===== src/hw/rtl/ipv4rf_pkg.sv =====
// ipv4rf_pkg: shared types, verdict codes and register indexes of the ipv4 receive filter
// used by every module in hw/rtl; depends on nothing

package ipv4rf_pkg;

	localparam int PROTO_SLOTS_DEF = 4;
	localparam int SLOT_REGS       = 4;
	localparam int SLOT_REG_W      = 9;
	localparam int SLOT_VALID_BIT  = 8;

	localparam int CFG_INDEX_W = 3;
	localparam int CFG_DATA_W  = 32;

	localparam logic [CFG_INDEX_W-1:0] REG_IFACE  = 3'd0;
	localparam logic [CFG_INDEX_W-1:0] REG_LOCAL  = 3'd1;
	localparam logic [CFG_INDEX_W-1:0] REG_MASK   = 3'd2;
	localparam logic [CFG_INDEX_W-1:0] REG_SLOT_0 = 3'd3;

	localparam int QDEPTH = 2;
	localparam int PTR_W  = (QDEPTH > 1) ? $clog2(QDEPTH) : 1;
	localparam int CNT_W  = $clog2(QDEPTH + 1);

	localparam logic [15:0] COUNT_MAX   = 16'hffff;
	localparam logic [15:0] MIN_HEADER  = 16'd20;
	localparam logic [15:0] SUM_GOOD    = 16'hffff;
	localparam logic [15:0] MF_FLAG     = 16'h2000;
	localparam logic [15:0] OFFSET_MASK = 16'h1fff;
	localparam logic [3:0]  IP_VERSION  = 4'd4;
	localparam logic [31:0] ALL_ONES    = 32'hffffffff;

	localparam logic [3:0] VERDICT_DELIVER   = 4'd0;
	localparam logic [3:0] VERDICT_SHORT     = 4'd1;
	localparam logic [3:0] VERDICT_VERSION   = 4'd2;
	localparam logic [3:0] VERDICT_HLEN      = 4'd3;
	localparam logic [3:0] VERDICT_CKSUM     = 4'd4;
	localparam logic [3:0] VERDICT_TOTAL     = 4'd5;
	localparam logic [3:0] VERDICT_FRAG      = 4'd6;
	localparam logic [3:0] VERDICT_NOIFACE   = 4'd7;
	localparam logic [3:0] VERDICT_OTHERHOST = 4'd8;
	localparam logic [3:0] VERDICT_UNR_ICMP  = 4'd9;
	localparam logic [3:0] VERDICT_UNR_QUIET = 4'd10;

	typedef struct packed {
		logic [7:0] data_byte;
		logic       last_byte;
	} byte_item_t;

	typedef struct packed {
		logic [3:0]  verdict;
		logic [7:0]  protocol_number;
		logic [1:0]  matched_slot;
		logic [5:0]  header_bytes;
		logic [15:0] payload_length;
		logic [31:0] source_address;
		logic [6:0]  icmp_quote_bytes;
	} result_item_t;

	// per-packet summary handed from the front to the back
	typedef struct packed {
		logic [3:0]  check;
		logic [3:0]  ihl;
		logic [15:0] total_length;
		logic [7:0]  proto;
		logic [31:0] src;
		logic [31:0] dst;
	} hdr_t;

endpackage


===== src/hw/rtl/ipv4rf_front.sv =====
// ipv4rf_front: byte-wise header capture, ones-complement sum, byte count and header checks
// depends on ipv4rf_pkg; pushes one summary per packet into ipv4rf_fifo

module ipv4rf_front (
	input  logic                    clk,
	input  logic                    arst_n,
	input  logic                    byte_valid,
	output logic                    byte_ready,
	input  ipv4rf_pkg::byte_item_t  byte_item,
	input  logic                    full,
	output logic                    push,
	output ipv4rf_pkg::hdr_t        push_hdr
);

	localparam logic [15:0] OFS_VER    = 16'd0;
	localparam logic [15:0] OFS_TOT_HI = 16'd2;
	localparam logic [15:0] OFS_TOT_LO = 16'd3;
	localparam logic [15:0] OFS_FRG_HI = 16'd6;
	localparam logic [15:0] OFS_FRG_LO = 16'd7;
	localparam logic [15:0] OFS_PROTO  = 16'd9;
	localparam logic [15:0] OFS_SRC_0  = 16'd12;
	localparam logic [15:0] OFS_SRC_1  = 16'd13;
	localparam logic [15:0] OFS_SRC_2  = 16'd14;
	localparam logic [15:0] OFS_SRC_3  = 16'd15;
	localparam logic [15:0] OFS_DST_0  = 16'd16;
	localparam logic [15:0] OFS_DST_1  = 16'd17;
	localparam logic [15:0] OFS_DST_2  = 16'd18;
	localparam logic [15:0] OFS_DST_3  = 16'd19;

	logic [15:0] byte_counter_q, cnt_n;
	logic [15:0] sum_q, sum_n;
	logic [7:0]  hold_q, hold_n;
	logic [7:0]  vihl_q, vihl_n;
	logic [15:0] tot_q, tot_n;
	logic [15:0] frag_q, frag_n;
	logic [7:0]  proto_q, proto_n;
	logic [31:0] src_q, src_n;
	logic [31:0] dst_q, dst_n;
	logic [5:0]  hlen_n;
	logic [16:0] sum_full;
	logic        accept;
	logic        take;
	logic [7:0]  b;
	logic [3:0]  check;

	assign b          = byte_item.data_byte;
	assign byte_ready = !byte_item.last_byte || !full;
	assign accept     = byte_valid && byte_ready;
	assign take       = accept && (byte_counter_q != ipv4rf_pkg::COUNT_MAX);
	assign push       = accept && byte_item.last_byte;

	always_comb begin
		cnt_n    = byte_counter_q;
		sum_n    = sum_q;
		hold_n   = hold_q;
		vihl_n   = vihl_q;
		tot_n    = tot_q;
		frag_n   = frag_q;
		proto_n  = proto_q;
		src_n    = src_q;
		dst_n    = dst_q;
		sum_full = {1'b0, sum_q} + {1'b0, hold_q, b};
		if (take) begin
			unique case (byte_counter_q)
				OFS_VER:    vihl_n = b;
				OFS_TOT_HI: tot_n = {b, tot_q[7:0]};
				OFS_TOT_LO: tot_n = {tot_q[15:8], b};
				OFS_FRG_HI: frag_n = {b, frag_q[7:0]};
				OFS_FRG_LO: frag_n = {frag_q[15:8], b};
				OFS_PROTO:  proto_n = b;
				OFS_SRC_0, OFS_SRC_1, OFS_SRC_2, OFS_SRC_3: src_n = {src_q[23:0], b};
				OFS_DST_0, OFS_DST_1, OFS_DST_2, OFS_DST_3: dst_n = {dst_q[23:0], b};
				default: ;
			endcase
			cnt_n = byte_counter_q + 16'd1;
		end
		hlen_n = {vihl_n[3:0], 2'b00};
		if (take && (byte_counter_q < {10'd0, hlen_n})) begin
			if (!byte_counter_q[0]) begin
				hold_n = b;
			end else begin
				sum_n = sum_full[15:0] + {15'd0, sum_full[16]};
			end
		end
	end

	always_comb begin
		priority if (cnt_n < ipv4rf_pkg::MIN_HEADER) begin
			check = ipv4rf_pkg::VERDICT_SHORT;
		end else if (vihl_n[7:4] != ipv4rf_pkg::IP_VERSION) begin
			check = ipv4rf_pkg::VERDICT_VERSION;
		end else if (cnt_n < {10'd0, hlen_n}) begin
			check = ipv4rf_pkg::VERDICT_HLEN;
		end else if (sum_n != ipv4rf_pkg::SUM_GOOD) begin
			check = ipv4rf_pkg::VERDICT_CKSUM;
		end else if (cnt_n < tot_n) begin
			check = ipv4rf_pkg::VERDICT_TOTAL;
		end else if ((frag_n & (ipv4rf_pkg::MF_FLAG | ipv4rf_pkg::OFFSET_MASK)) != 16'd0) begin
			check = ipv4rf_pkg::VERDICT_FRAG;
		end else begin
			check = ipv4rf_pkg::VERDICT_DELIVER;
		end
	end

	always_comb begin
		push_hdr.check        = check;
		push_hdr.ihl          = vihl_n[3:0];
		push_hdr.total_length = tot_n;
		push_hdr.proto        = proto_n;
		push_hdr.src          = src_n;
		push_hdr.dst          = dst_n;
	end

	always_ff @(posedge clk or negedge arst_n) begin
		if (!arst_n) begin
			byte_counter_q <= '0;
			sum_q          <= '0;
			hold_q         <= '0;
			vihl_q         <= '0;
			tot_q          <= '0;
			frag_q         <= '0;
			proto_q        <= '0;
			src_q          <= '0;
			dst_q          <= '0;
		end else if (accept) begin
			if (byte_item.last_byte) begin
				byte_counter_q <= '0;
				sum_q          <= '0;
				hold_q         <= '0;
				vihl_q         <= '0;
				tot_q          <= '0;
				frag_q         <= '0;
				proto_q        <= '0;
				src_q          <= '0;
				dst_q          <= '0;
			end else begin
				byte_counter_q <= cnt_n;
				sum_q          <= sum_n;
				hold_q         <= hold_n;
				vihl_q         <= vihl_n;
				tot_q          <= tot_n;
				frag_q         <= frag_n;
				proto_q        <= proto_n;
				src_q          <= src_n;
				dst_q          <= dst_n;
			end
		end
	end

endmodule


===== src/hw/rtl/ipv4rf_fifo.sv =====
// ipv4rf_fifo: short queue of packet summaries between front and back
// depends on ipv4rf_pkg for the entry type and depth

module ipv4rf_fifo (
	input  logic              clk,
	input  logic              arst_n,
	input  logic              push,
	input  ipv4rf_pkg::hdr_t  push_hdr,
	output logic              full,
	input  logic              pop,
	output logic              empty,
	output ipv4rf_pkg::hdr_t  head
);

	ipv4rf_pkg::hdr_t                   mem_q [ipv4rf_pkg::QDEPTH];
	logic [ipv4rf_pkg::PTR_W-1:0]       wr_ptr_q;
	logic [ipv4rf_pkg::PTR_W-1:0]       rd_ptr_q;
	logic [ipv4rf_pkg::CNT_W-1:0]       count_q;

	localparam logic [ipv4rf_pkg::PTR_W-1:0] PTR_LAST = ipv4rf_pkg::PTR_W'(ipv4rf_pkg::QDEPTH - 1);
	localparam logic [ipv4rf_pkg::CNT_W-1:0] CNT_FULL = ipv4rf_pkg::CNT_W'(ipv4rf_pkg::QDEPTH);

	assign full  = (count_q == CNT_FULL);
	assign empty = (count_q == '0);
	assign head  = mem_q[rd_ptr_q];

	always_ff @(posedge clk) begin
		if (push) begin
			mem_q[wr_ptr_q] <= push_hdr;
		end
	end

	always_ff @(posedge clk or negedge arst_n) begin
		if (!arst_n) begin
			wr_ptr_q <= '0;
			rd_ptr_q <= '0;
			count_q  <= '0;
		end else begin
			if (push) begin
				wr_ptr_q <= (wr_ptr_q == PTR_LAST) ? '0 : wr_ptr_q + 1'b1;
			end
			if (pop) begin
				rd_ptr_q <= (rd_ptr_q == PTR_LAST) ? '0 : rd_ptr_q + 1'b1;
			end
			if (push && !pop) begin
				count_q <= count_q + 1'b1;
			end else if (pop && !push) begin
				count_q <= count_q - 1'b1;
			end
		end
	end

`ifndef NO_ASSERTIONS
	a_no_overflow: assert property (@(posedge clk) disable iff (!arst_n) push |-> !full)
		else $error("push into full queue");
	a_no_underflow: assert property (@(posedge clk) disable iff (!arst_n) pop |-> !empty)
		else $error("pop from empty queue");
	a_count_range: assert property (@(posedge clk) disable iff (!arst_n) count_q <= CNT_FULL)
		else $error("queue count out of range");
	a_count_up: assert property (@(posedge clk) disable iff (!arst_n)
		(push && !pop) |=> (count_q == $past(count_q) + 1'b1))
		else $error("queue count missed a push");
`endif

endmodule


===== src/hw/rtl/ipv4rf_back.sv =====
// ipv4rf_back: configuration registers, address and protocol checks, registered result
// depends on ipv4rf_pkg; takes packet summaries from ipv4rf_fifo

module ipv4rf_back #(
	parameter int PROTO_SLOTS = ipv4rf_pkg::PROTO_SLOTS_DEF
) (
	input  logic                                  clk,
	input  logic                                  arst_n,
	input  logic                                  cfg_we,
	input  logic [ipv4rf_pkg::CFG_INDEX_W-1:0]    cfg_index,
	input  logic [ipv4rf_pkg::CFG_DATA_W-1:0]     cfg_data,
	input  logic                                  empty,
	input  ipv4rf_pkg::hdr_t                      head,
	output logic                                  pop,
	output logic                                  result_valid,
	input  logic                                  result_ready,
	output ipv4rf_pkg::result_item_t              result_item
);

	logic                                  iface_q;
	logic [31:0]                           local_q;
	logic [31:0]                           mask_q;
	logic [ipv4rf_pkg::SLOT_REG_W-1:0]     slot_q [PROTO_SLOTS];
	logic                                  result_valid_q;
	ipv4rf_pkg::result_item_t              result_q;
	ipv4rf_pkg::result_item_t              res_n;
	logic [31:0]                           bcast;
	logic [5:0]                            hlen;
	logic [6:0]                            quote;
	logic                                  found;
	logic [1:0]                            slot_idx;

	assign pop          = !empty && (!result_valid_q || result_ready);
	assign result_valid = result_valid_q;
	assign result_item  = result_q;
	assign bcast        = (local_q & mask_q) | ~mask_q;
	assign hlen         = {head.ihl, 2'b00};
	assign quote        = {1'b0, hlen} + 7'd8;

	// lowest valid matching slot wins
	always_comb begin
		found    = 1'b0;
		slot_idx = '0;
		for (int i = PROTO_SLOTS - 1; i >= 0; i--) begin
			if (slot_q[i][ipv4rf_pkg::SLOT_VALID_BIT] && (slot_q[i][7:0] == head.proto)) begin
				found    = 1'b1;
				slot_idx = 2'(i);
			end
		end
	end

	always_comb begin
		res_n.protocol_number  = head.proto;
		res_n.header_bytes     = hlen;
		res_n.source_address   = head.src;
		res_n.matched_slot     = '0;
		res_n.payload_length   = '0;
		res_n.icmp_quote_bytes = '0;
		priority if (head.check != ipv4rf_pkg::VERDICT_DELIVER) begin
			res_n.verdict = head.check;
		end else if (!iface_q) begin
			res_n.verdict = ipv4rf_pkg::VERDICT_NOIFACE;
		end else if (head.dst != local_q && head.dst != bcast
				&& head.dst != ipv4rf_pkg::ALL_ONES) begin
			res_n.verdict = ipv4rf_pkg::VERDICT_OTHERHOST;
		end else if (found) begin
			res_n.verdict      = ipv4rf_pkg::VERDICT_DELIVER;
			res_n.matched_slot = slot_idx;
			if (head.total_length >= {10'd0, hlen}) begin
				res_n.payload_length = head.total_length - {10'd0, hlen};
			end
		end else if ({9'd0, quote} <= head.total_length) begin
			res_n.verdict          = ipv4rf_pkg::VERDICT_UNR_ICMP;
			res_n.icmp_quote_bytes = quote;
		end else begin
			res_n.verdict = ipv4rf_pkg::VERDICT_UNR_QUIET;
		end
	end

	always_ff @(posedge clk or negedge arst_n) begin
		if (!arst_n) begin
			iface_q <= 1'b0;
			local_q <= '0;
			mask_q  <= '0;
			for (int s = 0; s < PROTO_SLOTS; s++) begin
				slot_q[s] <= '0;
			end
		end else if (cfg_we) begin
			if (cfg_index == ipv4rf_pkg::REG_IFACE) begin
				iface_q <= cfg_data[0];
			end
			if (cfg_index == ipv4rf_pkg::REG_LOCAL) begin
				local_q <= cfg_data[31:0];
			end
			if (cfg_index == ipv4rf_pkg::REG_MASK) begin
				mask_q <= cfg_data[31:0];
			end
			for (int s = 0; s < PROTO_SLOTS; s++) begin
				if (s < ipv4rf_pkg::SLOT_REGS
						&& cfg_index == ipv4rf_pkg::CFG_INDEX_W'(int'(ipv4rf_pkg::REG_SLOT_0) + s)) begin
					slot_q[s] <= cfg_data[ipv4rf_pkg::SLOT_REG_W-1:0];
				end
			end
		end
	end

	always_ff @(posedge clk or negedge arst_n) begin
		if (!arst_n) begin
			result_valid_q <= 1'b0;
		end else if (pop) begin
			result_valid_q <= 1'b1;
		end else if (result_ready) begin
			result_valid_q <= 1'b0;
		end
	end

	always_ff @(posedge clk) begin
		if (pop) begin
			result_q <= res_n;
		end
	end

endmodule


===== src/hw/rtl/ipv4_receive_filter.sv =====
// ipv4_receive_filter: top level of the ipv4 receive filter
// depends on ipv4rf_pkg, ipv4rf_front, ipv4rf_fifo and ipv4rf_back

// Takes one packet byte per clock with a last marker and gives one result item per packet.
// The front takes a byte every cycle, capturing header fields, summing the header and
// running the header checks on the last byte; a summary then waits in a two-entry queue
// and the back resolves interface, address and protocol slot into a registered result,
// loaded from the queue head once the result register is free. The front stalls
// only on a last byte while the queue is full, so packets sustain one byte per clock
// as long as results are taken. Registers are written through cfg_we/cfg_index/cfg_data
// while no packet is in flight: the user is bound to this, the block does not enforce it.
module ipv4_receive_filter #(
	parameter int PROTO_SLOTS = ipv4rf_pkg::PROTO_SLOTS_DEF
) (
	input  logic                                  clk,
	input  logic                                  arst_n,
	input  logic                                  byte_valid,
	output logic                                  byte_ready,
	input  ipv4rf_pkg::byte_item_t                byte_item,
	output logic                                  result_valid,
	input  logic                                  result_ready,
	output ipv4rf_pkg::result_item_t              result_item,
	input  logic                                  cfg_we,
	input  logic [ipv4rf_pkg::CFG_INDEX_W-1:0]    cfg_index,
	input  logic [ipv4rf_pkg::CFG_DATA_W-1:0]     cfg_data
);

	logic             push;
	logic             full;
	logic             pop;
	logic             empty;
	ipv4rf_pkg::hdr_t push_hdr;
	ipv4rf_pkg::hdr_t head;

	ipv4rf_front u_front (
		.clk        (clk),
		.arst_n     (arst_n),
		.byte_valid (byte_valid),
		.byte_ready (byte_ready),
		.byte_item  (byte_item),
		.full       (full),
		.push       (push),
		.push_hdr   (push_hdr)
	);

	ipv4rf_fifo u_fifo (
		.clk      (clk),
		.arst_n   (arst_n),
		.push     (push),
		.push_hdr (push_hdr),
		.full     (full),
		.pop      (pop),
		.empty    (empty),
		.head     (head)
	);

	ipv4rf_back #(
		.PROTO_SLOTS (PROTO_SLOTS)
	) u_back (
		.clk          (clk),
		.arst_n       (arst_n),
		.cfg_we       (cfg_we),
		.cfg_index    (cfg_index),
		.cfg_data     (cfg_data),
		.empty        (empty),
		.head         (head),
		.pop          (pop),
		.result_valid (result_valid),
		.result_ready (result_ready),
		.result_item  (result_item)
	);

endmodule


===== config.mk =====
export PLATFORM = sky130hd
export DESIGN_NAME = ipv4_receive_filter
export DESIGN_NICKNAME = d
export VERILOG_FILES = /design/src/hw/rtl/ipv4rf_pkg.sv /design/src/hw/rtl/ipv4rf_front.sv /design/src/hw/rtl/ipv4rf_fifo.sv /design/src/hw/rtl/ipv4rf_back.sv /design/src/hw/rtl/ipv4_receive_filter.sv
export SDC_FILE = /design/constraint.sdc
export NUM_CORES = 1
export LEC_CHECK = 0
export ABC_AREA = 1
export ABC_CLOCK_PERIOD_IN_PS = 8800
export BUFFER_PORTS_ARGS = -buffer_cell sky130_fd_sc_hd__buf_2
export CAP_MARGIN = 20
export CORE_MARGIN = 8
export CORE_UTILIZATION = 35
export DETAILED_ROUTE_END_ITERATION = 6
export PLACE_DENSITY = 0.62
export SLEW_MARGIN = 20
export SYNTH_ARGS = -nofsm -noshare
export SYNTH_HDL_FRONTEND = slang
export SYNTH_SLANG_ARGS = --single-unit

===== constraint.sdc =====
create_clock -name clk -period 8.8 [get_ports clk]
set_input_delay 0.88 -clock clk [delete_from_list [all_inputs] [get_ports clk]]
set_output_delay 0.88 -clock clk [all_outputs]
set_load 0.05 [all_outputs]

After elaboration in Yosys (flattened, before gate mapping). Memories as Yosys holds them, arrays and structs flattened. Cells that the tools add are included.

Bits of input ports: 49. Register bits after elaboration: 329. Memory bits (writable): 192. Memories: 1.

Memories: u_fifo.mem_q (depth 2, bits a word 96, rd ports 1, clocked after Yosys merged registers in 0, write ports 1, line ipv4rf_fifo.sv:15) `ipv4rf_pkg::hdr_t mem_q [ipv4rf_pkg::QDEPTH];`.

Order comparisons: 6. Add/sub/neg operators: 9. Reductions and logical operators: 43. Muxes and demuxes: 52. Eq/ne operators: 31. Bitwise operators: 7.

Operator list (count): 2-to-1 mux 32 bit (6); 2-to-1 mux 16 bit (7); equality test 16 x 4 -> 1 bit (second input constant) (5); 2-to-1 mux 8 bit (9); equality test 16 x 5 -> 1 bit (second input constant) (4); != test 32 bit (2); 2-to-1 mux 4 bit (9); bitwise AND 32 bit (1); equality test 16 x 2 -> 1 bit (second input constant) (2); equality test 16 x 3 -> 1 bit (second input constant) (2); equality test 8 bit (4); < comparator 16 x 6 -> 1 bit (2); != test 16 bit (second input constant) (2); != test 32 bit (second input constant) (1); NOT 32 bit (1); OR 32 bit (1); case mux 16 bit (2 select lines) (1); 2-to-1 mux 14 bit (2); case mux 14 bit (2 select lines) (1); adder 16 x 16 -> 17 bit (1); adder 16 x 1 -> 16 bit (1); adder 16 x 1 -> 16 bit (second input constant) (1); >= comparator 16 x 6 -> 1 bit (1); <= comparator 7 x 16 -> 1 bit (1); other kinds (31) (81).

Longest topological paths before layout.
Depth in word-level cells: 14. Mapped depth: 30. Depth with buffers taken out: 30.

By module. A second synthesis with hierarchy kept.

Cells, all modules: 2826. Area total of the unflattened synthesis: 26066.2 um^2.

By module, submodules not included: ipv4rf_front (seq. area each 3753.6 um^2, area an instance 10114.7 um^2, cells an instance 1443, times used 1); ipv4rf_back (seq. area each 4684.5 um^2, area an instance 8699.6 um^2, cells an instance 1059, times used 1); ipv4rf_fifo (seq. area each 5865.6 um^2, area an instance 7252.0 um^2, cells an instance 324, times used 1).

Worst setup path before layout. OpenSTA, ideal clock, no wires.

Path type: input to register. Start point: input byte_item[0] in the netlist's numbering. End point: memory u_fifo.mem_q[0][0] in the netlist's numbering (enable). Stages on the path: 5. Library setup time: 549 ps. Path buffers: 0. Required time: 8251 ps. Arrival: 5773 ps. Path slack: 2478 ps. Cell sequence: nand3_1 -> nand2_1 -> inv_2 -> nand2_1 -> nor2_1.

Longest elaborated chain between the ends: 6.

RTL lines: start, declared (line ipv4_receive_filter.sv:19) `input ipv4rf_pkg::byte_item_t byte_item,`; logical NOT 1 bit (line ipv4rf_front.sv:47) `assign byte_ready = !byte_item.last_byte || !full;`; logical OR 1 bit (line ipv4rf_front.sv:47); logical AND 1 bit (line ipv4rf_front.sv:48) `assign accept = byte_valid && byte_ready;`; logical AND 1 bit * (line ipv4rf_front.sv:50) `assign push = accept && byte_item.last_byte;`; 2-to-1 mux 1 bit * (line ipv4rf_fifo.sv:28) `if (push) begin`; 2-to-1 mux 1 bit (implied by the code) * (line ipv4rf_fifo.sv:29) `mem_q[wr_ptr_q] <= push_hdr;`; end, declared (line ipv4rf_fifo.sv:15).

Every way passes the cells marked *; elsewhere a longest branch is shown, timed or not.

==> impl_results.md <==
* Status: finished clean
* WL/cell at 16.9 um
* Clock Path Buffers at 3
* Via count at 18271
* Overall Power at 8750 uW
* Worst path depth at 21
* Die Wd at 282 um
* Nets@finish at 2849
* First-pass GRT wire length at 100000 um
* Worst path bufs/invs at 3
* Clk root buf: clkbuf_16
* Skew final at 0.0188 ns
* Mapped Area at 24700 um2
* Final HPWL from detailed placement at 43300 um
* Largest net degree at the start of global routing at 157
* Initial core utilization at 35.3%
* Max-slew violation count at 0
* Most frequent cells in the layout: nand2_1 (694), inv_1 (399), edfxtp_1 (261), dfrtp_1 (255), o21ai_0 (194)
* Worst-Margin Slew at 0.972 ns
* Initial DRC count at 1383
* Num rows at 97
* Setup violations, final at 0
* Unrepaired setup endpoints after global routing: no
* Grt ovf at 0
* Commonest non-fill, non-tap cell in the layout: nand2_1
* Synth Flop Type: edfxtp_1
* Worst-path clk slew at 0.06 ns
* CP max stage cell: nor2_2
* Die height at 282 um
* Post-cts resize count at 0
* Synth area leader: edfxtp_1
* PortBufs at 121
* Max Used Layer: met5
* Setup crit start: u_front.byte_counter_q[0]
* CP required at 9.17 ns
* DP Cell Count at 3628
* Setup TNS at 0 ns
* Reg-to-reg startpoint: u_front.byte_counter_q[0]
* Synth top area share at 31.8%
* Synth Instances at 2640
* Layout Cells excl Fill at 3736
* M1 WL at 28700 um
* Synth area leaders: edfxtp_1 (32%), dfrtp_1 (26%), nand2_1 (11%)
* Synth unique cells at 53
* Period minus WS final at 4.83 ns
* Critical Path AT at 5.20 ns
* Rel. slew slack at 35.2%
* Pre-antenna DRT Iters at 5
* Worst-path maximum fanout at 23
* PwrDens at 311 nW/um2
* Worst hold slack at 0.303 ns
* F_max at 207 MHz
* Met2 wire len at 29300 um
* Worst r2r path cells at 21
* Initial antenna violation count at 1
* Max Cap Violations at 0
* Max VDD drop at 166 uV
* Worst-path cell chain: ha_1, inv_2, nor2_2, nand2_2, nor2_1, nor2_2, nand4_1, o22ai_1, inv_1, ha_1, a21oi_1, o21ai_0, nand3_1, a21oi_1, a211o_1, a21oi_1, nor2_1, nand3_1, nand3_1, nand2_1, inv_1
* Maximum cell stage delay along the critical path at 0.72 ns
* Hold_buf cts at 0
* Total CTS buffers at 57
* #FFs+latches synth at 517
* Via count of the first global-routing pass at 17826
* Total global routing track utilization at 15.8%
* Post-synth EDFFs at 261
* Drt via density at 4.89
* Min-Delay Path Class: input pin to async pin
* Setup CP Type: flip-flop to flip-flop
* Remaining DRCs at 0
* DRT antenna net count at 0
* # IOs at 126
* CTS tree: yes
* Worst setup EP type: flip-flop
* Fin. Hold Viols at 0
* Area delta synth->final at 14.0%
* Share of cells above drive strength 1 at 9.80%
* Period utilization at 54.9%
* Routed WL at 63300 um
* Met3 routed WL at 3850 um
* Async SR Flop Fraction at 49.5%
* Synth warnings at 0
* Core Box Area at 69900 um2
* Number of setup buffers added after CTS at 0
* Syn Area/Cell at 9.35 um2
* Crit-path leading delay family: simple AND/OR/NAND/NOR gates
* Ant. Diodes at 0
* # H-tree levels at 2
* Gp weighted congestion at 0.887
* Seq/Total Area, Yosys at 57.7%
* Die area at 79300 um2
* Post-route core utilization at 40.3%
* CP startpoint kind: flip-flop
* Clock sink total at 517
* Later-pin clock latency in the skew report at 0.62 ns
* LEAKAGE at 0.0132 uW
## metal layers
layer / vias up / global-route usage (%)
met4: 2 / 4.53
met5: - / 0
met3: 100 / 2.94
met2: 450 / 25.9
met1: 8728 / 21.4
li1: 8991 / -
## area by class of cell
| cell class | count | area (um2) |
|---|---|---|
| Fill cell | 6848 | 41800 |
| Sequential cell | 517 | 14200 |
| Multi-Input combinational cell | 1630 | 8570 |
| Clock buffer | 78 | 1550 |
| Inverter | 403 | 1520 |
| Tap cell | 940 | 1180 |
| Timing Repair Buffer | 138 | 756 |
| Clock inverter | 30 | 330 |
## sequential cells by signal (all words and copies together) (netlist names), 16 cells and up
| signal | flops |
|---|---|
| u_front.sum_q | 16 |
| u_back.slot_q | 36 |
| u_front.dst_q | 32 |
| u_front.src_q | 32 |
| u_back.result_item | 71 |
| u_fifo.mem_q | 190 |
| u_front.byte_counter_q | 16 |
| u_front.tot_q | 16 |
| u_back.local_q | 32 |
| u_back.mask_q | 32 |
## power breakdown
group,switching (uW),internal (uW)
Clock,992,1390
Combinational,2260,798
Sequential,247,3070
Total,3500,5250
## path summary, 6_finish.rpt
kind / end / slack [ns]
worst max register to register: u_fifo.mem_q[0][93] / 3.97
worst max-delay path: u_fifo.mem_q[0][93] / 3.97
worst min-delay path: u_back.mask_q[28] / 0.30
max in group asynchronous: u_fifo.rd_ptr_q / 7.07
min in group clk: u_back.result_valid / 0.47
worst min register to register: u_front.dst_q[29] / 0.49
## stage by stage
stage               cell area, um2  worst slack [ns]
floorplan                    24700              2.48
global placement             26300              3.72
detailed placement           26300              3.60
CTS                          28100              3.99
global route                 28100              3.59
finish                       28100              3.97
## cells in the mapped netlist (13+ instances only)
cell and count:
nand2_1 695, clkbuf_1 69, xor2_1 77, o21a_1 35, dfrtp_1 256, nand3_1 65, nor4_1 20, o22ai_1 166
inv_1 399, xnor2_1 13, edfxtp_1 261, a21oi_1 28, ha_1 50, or2_2 14, nand4_1 48, nor3_1 18
nor2_1 126, o21ai_0 194
## cells by family after synthesis
family | synth area share (%)
and+or+nand+nor | 17.2
other | 0.0152
xor gates and xnor gates | 3.19
DFF | 57.7
adders and majority gates | 2.78
AOI/OAI and AO/OA | 11.0
buffers and inverters | 7.78
muxes | 0.365
No activity file was read; power rests on OpenSTA's default activity.
